$ cat config.mk
export PLATFORM = sky130hd
export DESIGN_NAME = operator_token_longest_match_flat
export DESIGN_NICKNAME = d
export VERILOG_FILES = /design/src/otlm_pkg.sv /design/src/otlm_if.sv /design/src/operator_token_longest_match.sv /design/src/flat_wrapper.sv
export SDC_FILE = /design/constraint.sdc
export NUM_CORES = 1
export LEC_CHECK = 0
export ABC_AREA = 1
export BUFFER_PORTS_ARGS = -buffer_cell sky130_fd_sc_hd__buf_2
export CAP_MARGIN = 0
export CORE_MARGIN = 2
export CORE_UTILIZATION = 40
export DETAILED_ROUTE_END_ITERATION = 12
export GPL_TIMING_DRIVEN = 0
export PLACE_DENSITY = 0.63
export RECOVER_POWER = 50
export SYNTH_ARGS = -nofsm -noshare
export SYNTH_HDL_FRONTEND = slang
export SYNTH_SLANG_ARGS = --single-unit
$ cat constraint.sdc
create_clock -name clk -period 3.21 [get_ports clk]
set_input_delay 0.642 -clock clk [delete_from_list [all_inputs] [get_ports clk]]
set_output_delay 0.642 -clock clk [all_outputs]
set_load 0.05 [all_outputs]
$ cat src/otlm_pkg.sv
package otlm_pkg;

    localparam int WindowBytes = 10;
    localparam int SkipLimit   = 10;

    localparam logic [5:0] KindEof        = 6'd0;
    localparam logic [5:0] KindInvalid    = 6'd1;
    localparam logic [5:0] KindSingleBase = 6'd2;
    localparam logic [5:0] KindDoubleBase = 6'd27;
    localparam logic [5:0] KindTripleBase = 6'd48;

    localparam logic [7:0] CharSemicolon = 8'h3B;
    localparam logic [7:0] CharSpace     = 8'h20;
    localparam logic [7:0] CharTab       = 8'h09;
    localparam logic [7:0] CharCr        = 8'h0D;

    typedef struct packed {
        logic [7:0] byte_0;
        logic [7:0] byte_1;
        logic [7:0] byte_2;
        logic [7:0] byte_3;
        logic [7:0] byte_4;
        logic [7:0] byte_5;
        logic [7:0] byte_6;
        logic [7:0] byte_7;
        logic [7:0] byte_8;
        logic [7:0] byte_9;
        logic [3:0] bytes_available;
    } in_beat_t;

    typedef struct packed {
        logic [5:0] token_kind;
        logic [3:0] consumed_length;
    } out_beat_t;

    function automatic logic is_space(input logic [7:0] c);
        return (c == CharSpace) || ((c >= CharTab) && (c <= CharCr));
    endfunction

    // Returns KindInvalid when c starts no operator.
    function automatic logic [5:0] single_kind(input logic [7:0] c);
        logic [4:0] idx;
        logic       hit;
        hit = 1'b1;
        idx = 5'd0;
        case (c)
            "(": idx = 5'd0;
            ")": idx = 5'd1;
            "[": idx = 5'd2;
            "]": idx = 5'd3;
            "{": idx = 5'd4;
            "}": idx = 5'd5;
            ";": idx = 5'd6;
            ",": idx = 5'd7;
            "~": idx = 5'd8;
            "?": idx = 5'd9;
            "*": idx = 5'd10;
            "/": idx = 5'd11;
            "%": idx = 5'd12;
            "^": idx = 5'd13;
            "|": idx = 5'd14;
            "&": idx = 5'd15;
            "<": idx = 5'd16;
            ">": idx = 5'd17;
            "=": idx = 5'd18;
            "!": idx = 5'd19;
            "+": idx = 5'd20;
            "-": idx = 5'd21;
            ".": idx = 5'd22;
            ":": idx = 5'd23;
            "#": idx = 5'd24;
            default: hit = 1'b0;
        endcase
        return hit ? (KindSingleBase + 6'(idx)) : KindInvalid;
    endfunction

    function automatic logic [5:0] double_kind(input logic [7:0] c0, input logic [7:0] c1);
        logic [4:0] idx;
        logic       hit;
        hit = 1'b1;
        idx = 5'd0;
        case ({c0, c1})
            "++": idx = 5'd0;
            "+=": idx = 5'd1;
            "--": idx = 5'd2;
            "-=": idx = 5'd3;
            "->": idx = 5'd4;
            "*=": idx = 5'd5;
            "/=": idx = 5'd6;
            "%=": idx = 5'd7;
            "^=": idx = 5'd8;
            "&&": idx = 5'd9;
            "&=": idx = 5'd10;
            "||": idx = 5'd11;
            "|=": idx = 5'd12;
            "<<": idx = 5'd13;
            "<=": idx = 5'd14;
            ">>": idx = 5'd15;
            ">=": idx = 5'd16;
            "==": idx = 5'd17;
            "!=": idx = 5'd18;
            "::": idx = 5'd19;
            "##": idx = 5'd20;
            default: hit = 1'b0;
        endcase
        return hit ? (KindDoubleBase + 6'(idx)) : KindInvalid;
    endfunction

    function automatic logic [5:0] triple_kind(input logic [7:0] c0, input logic [7:0] c1,
                                               input logic [7:0] c2);
        logic [1:0] idx;
        logic       hit;
        hit = 1'b1;
        idx = 2'd0;
        case ({c0, c1, c2})
            "...": idx = 2'd0;
            "<<<": idx = 2'd1;
            ">>>": idx = 2'd2;
            "<=>": idx = 2'd3;
            default: hit = 1'b0;
        endcase
        return hit ? (KindTripleBase + 6'(idx)) : KindInvalid;
    endfunction

endpackage

$ cat src/otlm_if.sv
interface otlm_in_if;
    logic               valid;
    logic               ready;
    otlm_pkg::in_beat_t data;

    modport source (output valid, output data, input ready);
    modport sink (input valid, input data, output ready);
endinterface

interface otlm_out_if;
    logic                valid;
    logic                ready;
    otlm_pkg::out_beat_t data;

    modport source (output valid, output data, input ready);
    modport sink (input valid, input data, output ready);
endinterface

$ cat src/operator_token_longest_match.sv
// An accepted beat is captured in the input register; its result is offered from the result register.
// Throughput: one beat per cycle while the result side accepts; input register, match logic, result register.
// Backpressure on the result side stalls both stages; a new beat is taken
// whenever the input register is empty or moving on.
// Reset (rst_n low, asynchronous): both stages emptied, no result offered.
module operator_token_longest_match (
    input  logic            clk,
    input  logic            rst_n,
    otlm_in_if.sink         req,
    otlm_out_if.source      rsp
);

    logic                 s1_valid_reg;
    otlm_pkg::in_beat_t   s1_data_reg;
    logic                 s2_valid_reg;
    otlm_pkg::out_beat_t  s2_data_reg;
    otlm_pkg::out_beat_t  s2_data_next;

    logic                 s2_advance;
    logic                 s1_advance;

    logic [7:0]                       win [otlm_pkg::WindowBytes];
    logic [3:0]                       avail;
    logic [3:0]                       skip_limit;
    logic [otlm_pkg::WindowBytes-1:0] cont;
    logic [5:0]                       k3;
    logic [5:0]                       k2;
    logic [5:0]                       k1;
    logic [3:0]                       run_len;

    assign s2_advance = !s2_valid_reg || rsp.ready;
    assign s1_advance = s1_valid_reg && s2_advance;
    assign req.ready  = !s1_valid_reg || s2_advance;

    always_ff @(posedge clk or negedge rst_n)
    begin
        if (!rst_n)
        begin
            s1_valid_reg <= 1'b0;
            s2_valid_reg <= 1'b0;
        end
        else
        begin
            if (req.ready)
            begin
                s1_valid_reg <= req.valid;
            end
            if (s2_advance)
            begin
                s2_valid_reg <= s1_valid_reg;
            end
        end
    end

    always_ff @(posedge clk)
    begin
        if (req.valid && req.ready)
        begin
            s1_data_reg <= req.data;
        end
        if (s1_advance)
        begin
            s2_data_reg <= s2_data_next;
        end
    end

    assign win[0] = s1_data_reg.byte_0;
    assign win[1] = s1_data_reg.byte_1;
    assign win[2] = s1_data_reg.byte_2;
    assign win[3] = s1_data_reg.byte_3;
    assign win[4] = s1_data_reg.byte_4;
    assign win[5] = s1_data_reg.byte_5;
    assign win[6] = s1_data_reg.byte_6;
    assign win[7] = s1_data_reg.byte_7;
    assign win[8] = s1_data_reg.byte_8;
    assign win[9] = s1_data_reg.byte_9;

    assign avail = (s1_data_reg.bytes_available > 4'(otlm_pkg::WindowBytes))
                   ? 4'(otlm_pkg::WindowBytes) : s1_data_reg.bytes_available;
    assign skip_limit = (avail > 4'(otlm_pkg::SkipLimit)) ? 4'(otlm_pkg::SkipLimit) : avail;

    assign k3 = otlm_pkg::triple_kind(win[0], win[1], win[2]);
    assign k2 = otlm_pkg::double_kind(win[0], win[1]);
    assign k1 = otlm_pkg::single_kind(win[0]);

    // Junk run: stops at whitespace, semicolon, an operator start past the first byte, or the skip limit.
    always_comb
    begin
        for (int i = 0; i < otlm_pkg::WindowBytes; i++)
        begin
            cont[i] = (i < int'(skip_limit)) && !otlm_pkg::is_space(win[i])
                      && (win[i] != otlm_pkg::CharSemicolon)
                      && ((i == 0) || (otlm_pkg::single_kind(win[i]) == otlm_pkg::KindInvalid));
        end
        run_len = 4'(otlm_pkg::WindowBytes);
        for (int i = otlm_pkg::WindowBytes - 1; i >= 0; i--)
        begin
            if (!cont[i])
            begin
                run_len = 4'(i);
            end
        end
    end

    always_comb
    begin
        if (avail == 4'd0)
        begin
            s2_data_next.token_kind      = otlm_pkg::KindEof;
            s2_data_next.consumed_length = 4'd0;
        end
        else if ((avail >= 4'd3) && (k3 != otlm_pkg::KindInvalid))
        begin
            s2_data_next.token_kind      = k3;
            s2_data_next.consumed_length = 4'd3;
        end
        else if ((avail >= 4'd2) && (k2 != otlm_pkg::KindInvalid))
        begin
            s2_data_next.token_kind      = k2;
            s2_data_next.consumed_length = 4'd2;
        end
        else if (k1 != otlm_pkg::KindInvalid)
        begin
            s2_data_next.token_kind      = k1;
            s2_data_next.consumed_length = 4'd1;
        end
        else
        begin
            s2_data_next.token_kind      = otlm_pkg::KindInvalid;
            s2_data_next.consumed_length = run_len;
        end
    end

    assign rsp.valid = s2_valid_reg;
    assign rsp.data  = s2_data_reg;

    a_accept_fills_s1: assert property (@(posedge clk) disable iff (!rst_n)
        (req.valid && req.ready) |=> s1_valid_reg)
        else $error("accepted beat did not reach input register");

    a_eof_len: assert property (@(posedge clk) disable iff (!rst_n)
        (rsp.valid && (rsp.data.token_kind == otlm_pkg::KindEof))
        |-> (rsp.data.consumed_length == 4'd0))
        else $error("end of source with nonzero length");

    a_triple_len: assert property (@(posedge clk) disable iff (!rst_n)
        (rsp.valid && (rsp.data.token_kind >= otlm_pkg::KindTripleBase))
        |-> (rsp.data.consumed_length == 4'd3))
        else $error("three-byte operator with wrong length");

    a_len_cap: assert property (@(posedge clk) disable iff (!rst_n)
        rsp.valid |-> (rsp.data.consumed_length <= 4'(otlm_pkg::WindowBytes)))
        else $error("consumed length beyond window");

endmodule

$ cat src/flat_wrapper.sv
// flat-port wrapper written by rule: the top's interface ports become plain ports
module operator_token_longest_match_flat 
  (clk, rst_n, req_valid, req_data, req_ready, rsp_valid, rsp_data, rsp_ready);
  otlm_in_if req_i ();
  otlm_out_if rsp_i ();
  input  logic clk;
  input  logic rst_n;
  input wire logic [$bits(req_i.valid)-1:0] req_valid;
  input wire logic [$bits(req_i.data)-1:0] req_data;
  output wire logic [$bits(req_i.ready)-1:0] req_ready;
  output wire logic [$bits(rsp_i.valid)-1:0] rsp_valid;
  output wire logic [$bits(rsp_i.data)-1:0] rsp_data;
  input wire logic [$bits(rsp_i.ready)-1:0] rsp_ready;
  assign req_i.valid = req_valid;
  assign req_i.data = req_data;
  assign req_ready = req_i.ready;
  assign rsp_valid = rsp_i.valid;
  assign rsp_data = rsp_i.data;
  assign rsp_i.ready = rsp_ready;
  operator_token_longest_match u_core (.clk(clk), .rst_n(rst_n), .req(req_i), .rsp(rsp_i));
endmodule
==> run_results.csv, run 1 <==
group,metric,value,unit
yosys,synthTopCellsByCount,"nand2_1, nor2_1, inv_1",
timing,skew,5.76,ps
timing,relSlewSlack,20.4,%
yosys,synthesis.area_per_instance,6.33,um^2
timing,fmax,329,MHz
power_and_ir_drop,leakage,5.03,nW
finish,diodes,0,
placed_design,pre_cts_slack,-50.0,ps
setup_path,start_kind,"flip-flop",
placed_design,dpl-instance-area,9490,um^2
yosys,synthFlopType,"edfxtp_1",
setup_path,path_max_fanout,6,
finish,largest_register_ffs,84,
route,via_per_inst,5.20,
finish,nets,1588,
clock_tree,cts_tree,"built",
global_route,grt_pass1_vias,8237,
global_route,grt_max_degree,41,
route,dr.first_iter.drc_count,789,
yosys,async_flop_share,2.08,%
finish,drive_above_1_share,17.7,%
clock_tree,clkTransAtPathRegs,70,ps
yosys,syn-num-nets,1459,
global_route,gr-total-overflow,0,
yosys,synth-seq-cells,96,
timing,min_period,3040,ps
finish,area_growth,19.0,%
floorplan,dieArea,22700,um^2
yosys,ys_warn_count,0,
floorplan,fp.dieW,151,um
clock_tree,clockBufferDepth,2,
timing,worst_pin_slew,1190,ps
placed_design,portBuffers,99,
yosys,yosysMostFrequentCell,"nand2_1",
route,dr.pass1.iters,6,
setup_path,cp-end-kind,"flip-flop",
yosys,ys_types,51,
yosys,synth-edff-count,94,
hold_path,worstHoldPathType,"in2async",
floorplan,rows,53,
run_status,status,"finished, final reports clean",
global_route,grt_antenna_before_repair,0,
timing,finalHoldViolCount,0,
clock_tree,cts-buffers-inserted,9,
yosys,synth_area_leaders,"edfxtp_1, nand2_1, nor2_1",
route,wl,22.9,mm
floorplan,coreArea,21100,um^2
timing,fin_crit_sh,94.8,%
route,dr_total_vias,9200,
flow_run,max-cap-violations,0,
clock_tree,cts-hold-fix-buffers,0,
yosys,synth_cells,1360,
route,wl_per_cell,12.9,um
setup_path,crit_type,"reg2reg",
yosys,yosysTopAreaCell,"edfxtp_1",
clock_tree,cts.sinks,96,
setup_path,crit_arrival,3250,ps
timing,timing.final.ws_setup,168,ps
clock_tree,clk_latency,360,ps
clock_tree,htreeDepth,3,
clock_tree,clockRootBuffer,"clkbuf_16",
power_and_ir_drop,peakVddDrop,0.302,mV
timing,timing_max_transition_violations_final,0,
yosys,netlist_area,8610,um^2
yosys,yosysSeqAreaShare,33.4,%
finish,design_area,10200,um^2
yosys,synth_top_area_share,32.8,%
power_and_ir_drop,powerDensity,333,nW/um^2
placed_design,gp_congestion,0.972,
global_route,grt_pass1_wl,37.1,mm
floorplan,fp.dieH,151,um
route,postRouteAntennaNets,0,
floorplan,boundaryPins,100,
floorplan,start_util,40.8,%
route,route.detailed.drc,0,
setup_path,cp.required,3410,ps
global_route,grtUsageTotal,20.0,%
timing,setup_viol,0,
timing,rsz0062_at_grt,"yes",
placed_design,dp_hpwl,18.3,mm
final cells by class:
class | instances | area, um^2
clock buffers | 9 | 225
flip-flops and latches | 96 | 2870
well taps | 275 | 344
repair buffers | 118 | 658
inverters | 213 | 805
fillers | 2143 | 10800
clock inverters | 7 | 78.8
multi-input cells | 1045 | 5200
plain buffers | 6 | 53.8
routing by layer:
layer	track usage, %	vias to the layer above	routed length, um
li1	-	4752	-
met1	27.4	4107	10600
met2	32.5	298	10500
met3	2.73	43	1250
met4	6.64	0	510
met5	0	-	0
stage by stage:
step | instances | power, mW | util (%) | hold WS [ps] | setup TNS [ps]
floorplan | 1360 | 2.03 | - | 346 | 0
global placement | 1734 | 2.22 | 44.8 | 427 | -9140
detailed placement | 1736 | 2.24 | 45.0 | 429 | -50.0
CTS | 1752 | 3.37 | 46.5 | 42.8 | 0
global route | 1769 | 3.57 | 48.6 | 58.4 | -179
finish | 1769 | 3.41 | 48.6 | 50.2 | 0
timing repair:
item                                    in CTS  in global routing
setup buffers                                0                 17
pin swaps                                    0                 32
gates resized for setup                      3                 94
endpoints found under the setup margin       2                  4
power by group:
group          total, mW  switching (mW)  internal, mW  leakage, nW
clock               1.13           0.517         0.614        0.151
sequential          1.59          0.0846          1.50        0.929
combinational      0.691           0.468         0.223         3.95
layout by cell type (no fill, tap or decap), types with 4 or more instances in the layout:
cell	instances
o211ai_1	8
nor4_2	4
buf_4	18
o21ai_0	36
nor2_1	258
o21a_1	8
and3_1	5
o21ai_1	5
nor2_2	24
nand3_1	86
clkbuf_16	9
buf_6	4
buf_2	92
nand4_1	40
o22ai_1	7
inv_2	22
nor3_1	33
nand2_2	33
nor2_4	15
and2_1	5
a31oi_1	5
ha_1	9
nand2_4	4
o2111ai_1	6
inv_1	187
edfxtp_1	94
a21oi_1	40
clkbuf_1	7
nand2_1	341
nor3_2	6
nor4_1	20
nand3b_1	8
final timing paths:
check | from | end | slack (ps) | cells after the start
hold reg to reg | u_core.s1_valid_reg | u_core.rsp.valid | 500 | 2
setup reg to reg | u_core.s1_data_reg[14] | u_core.rsp.data[0] | 170 | 26
hold / removal | rst_n | u_core.s1_valid_reg | 50 | 1
max in group asynchronous | rst_n | u_core.rsp.valid | 3040 | 1
setup / recovery | u_core.s1_data_reg[14] | u_core.rsp.data[0] | 170 | 26
min in group clk | req_data[21] | u_core.s1_data_reg[21] | 450 | 1
cells by family after synthesis:
| kind of cell | share of synthesized area (%) |
|---|---|
| buf+inv | 9.84 |
| compound gates | 9.81 |
| simple gates | 45.4 |
| flops | 33.4 |
| fa+ha+maj | 1.60 |
critical path, cell delays in order (launching register included):
cell and delay [ps]:
edfxtp_1 500, nand2_4 170, buf_6 130, nor2_4 40, nand2_1 50, nand3_1 110, nor2_2 130, and2_4 170
inv_4 30, ha_4 220, inv_2 50, nand2_2 40, nor2_1 80, nand2_1 50, nor2_1 100, nand3_1 110
a21oi_2 200, nand2_1 70, nand2_1 60, nand2_1 40, nand2_1 50, nand2_1 40, nand2_1 70, nand2_1 60
nand2_1 70, nand2_2 50, a21oi_2 170
(Power assumes the default switching activity.)
==> run 2, diff against run 1 <==
--- a/config.mk
+++ b/config.mk
@@ -9,10 +9,10 @@
 export BUFFER_PORTS_ARGS = -buffer_cell sky130_fd_sc_hd__buf_2
 export CAP_MARGIN = 0
 export CORE_MARGIN = 2
-export CORE_UTILIZATION = 40
+export CORE_UTILIZATION = 60
 export DETAILED_ROUTE_END_ITERATION = 12
 export GPL_TIMING_DRIVEN = 0
-export PLACE_DENSITY = 0.63
+export PLACE_DENSITY = 0.87
 export RECOVER_POWER = 50
 export SYNTH_ARGS = -nofsm -noshare
 export SYNTH_HDL_FRONTEND = slang
==> run 2 against run 1 <==
Against the previous run:
- sequential power about the same
- clock power decreased by 6%
- clock skew is 2.3 ps higher
- cell area shrank 1.2%
- core utilization increased by 24 points
- worst hold slack better by 19 ps
- fmax is 2.6% lower
- power is 1.9% lower
- setup slack worse by 80 ps
==> run_results.csv, run 2 (synthesis results as in run 1) <==
group,metric,value,unit
run_status,status,"finished, final reports clean",
floorplan,coreArea,13900,um^2
timing,timing_max_transition_violations_final,0,
power_and_ir_drop,clkPwrFrac,31.7,%
clock_tree,cts-buffers-inserted,9,
power_and_ir_drop,power.switching,1.07,mW
timing,min_period,3120,ps
timing,fmax,320,MHz
clock_tree,clkTransAtPathRegs,70,ps
finish,final_cell_mix,"nand2_1, nor2_1, inv_1",
global_route,grt_max_degree,35,
floorplan,rows,43,
route,dr.first_iter.drc_count,939,
route,postRouteAntennaNets,0,
route,dr_total_vias,9604,
route,via_per_inst,5.72,
global_route,met2_usage,50.5,%
global_route,grtUsageMet1,36.7,%
route,dr.pass1.iters,6,
timing,skew,8.07,ps
floorplan,dieArea,15300,um^2
clock_tree,cts.sinks,96,
power_and_ir_drop,seqPwrFrac,47.6,%
power_and_ir_drop,swShare,32.1,%
finish,area_growth,17.5,%
finish,nets,1593,
clock_tree,cts_tree,"built",
power_and_ir_drop,powerDensity,330,nW/um^2
timing,rsz0062_at_grt,"yes",
floorplan,start_util,61.8,%
hold_path,worstHoldPathType,"in2async",
global_route,gr-max-usage-layer,"met2",
placed_design,gp_congestion,1.02,
clock_tree,clk_latency,360,ps
timing,finalHoldViolCount,0,
floorplan,fp.dieH,124,um
global_route,grtUsageTotal,29.2,%
timing,relSlewSlack,25.5,%
global_route,gr-total-overflow,0,
route,route.detailed.drc,0,
power_and_ir_drop,peakVddDrop,0.368,mV
finish,instances_no_fill,1679,
timing,setup_viol,0,
global_route,grt_antenna_before_repair,0,
finish,final_common_cell,"nand2_1",
setup_path,reg2reg_depth,19,
power_and_ir_drop,fin_total_pwr,3.34,mW
power_and_ir_drop,intPower,2.27,mW
setup_path,crit_type,"reg2reg",
timing,worst_pin_slew,1090,ps
setup_path,crit_arrival,3230,ps
setup_path,cp-end-kind,"flip-flop",
clock_tree,clockRootBuffer,"clkbuf_16",
placed_design,portBuffers,99,
placed_design,dp_cells,1641,
route,wl,23.4,mm
global_route,grt_pass1_vias,8462,
global_route,met3_usage,4.99,%
setup_path,path_max_fanout,5,
finish,diodes,0,
power_and_ir_drop,combPwrFrac,20.7,%
setup_path,cp.required,3320,ps
global_route,grt_pass1_wl,35.9,mm
placed_design,dp_hpwl,17.5,mm
power_and_ir_drop,leakage,5.04,nW
clock_tree,clockBufferDepth,2,
finish,largest_register_ffs,84,
route,wl_per_cell,14.0,um
flow_run,max-cap-violations,0,
timing,fin_crit_sh,97.3,%
floorplan,fp.dieW,124,um
floorplan,boundaryPins,100,
setup_path,start_kind,"flip-flop",
clock_tree,htreeDepth,3,
timing,hold_ws,68.8,ps
finish,drive_above_1_share,17.7,%
run 2: cell types whose count changed in the layout (fill, tap and decap cells not counted), moves of 5 or more:
| cell | before | now |
|---|---|---|
| buf_4 | 18 | 23 |
| nor2_1 | 258 | 253 |
| nand2_1 | 341 | 346 |
| nor2_4 | 15 | 20 |
run 2: power groups by stage:
stage | Clock, mW | Sequential, mW | Combinational (mW)
detailed placement | 0 | 1.61 | 0.620
global placement | 0 | 1.61 | 0.594
finish | 1.06 | 1.59 | 0.692
global route | 1.13 | 1.60 | 0.766
CTS | 1.07 | 1.58 | 0.623
floorplan | 0 | 1.65 | 0.379
run 2: final timing paths:
kind	from	endpoint	slack, ps
max	u_core.s1_data_reg[70]	u_core.rsp.data[0]	90
min	rst_n	u_core.rsp.valid	70
max reg2reg	u_core.s1_data_reg[70]	u_core.rsp.data[0]	90
min in group clk	req_data[75]	u_core.s1_data_reg[75]	450
max in group asynchronous	rst_n	u_core.s1_valid_reg	2990
min reg2reg	u_core.s1_valid_reg	u_core.rsp.valid	530
run 2: layout make-up:
cell class / instances / area (um^2)
clock inverters: 7 / 63.8
repair buffers: 123 / 694
flip-flops and latches: 96 / 2870
plain buffers: 6 / 53.8
multi-input cells: 1045 / 5170
clock buffers: 9 / 225
fillers: 1185 / 3820
well taps: 180 / 225
inverters: 213 / 807
run 2: timing repair:
action,CTS,global route
resized for setup,0,98
endpoints found under the setup margin,0,4
setup buffers,0,22
hold buffers,0,0
run 2: per-layer routing:
layer / up-vias / share of wire, %
li1: 4754 / -
met2: 482 / 49
met4: 0 / 2.7
met5: - / 0
met3: 70 / 7.6
met1: 4298 / 41
run 2: worst max-delay path: stages (launching register included):
cell,delay (ps)
edfxtp_1,470
nand2_2,190
inv_1,100
nand2_2,130
nor2_4,60
inv_2,80
nand4_1,150
nor4_4,350
inv_1,70
ha_1,270
nor4_1,180
nand2_1,100
nor2_1,120
nand3_1,90
o31ai_1,70
nand2_1,150
nor2_1,120
nand2_1,60
nand2_1,80
a21oi_2,50
run 2: metrics by stage:
stage	setup TNS [ps]	cell area, um^2	setup slack, ps	utilization (%)
6_report	0	10100	87.5	72.6
3_3_place_gp	0	9330	37.4	67.0
2_1_floorplan	0	8610	60.1	-
4_1_cts	0	9660	21.4	69.3
5_1_grt	-313	10100	-221	72.6
3_5_place_dp	0	9370	14.2	67.3
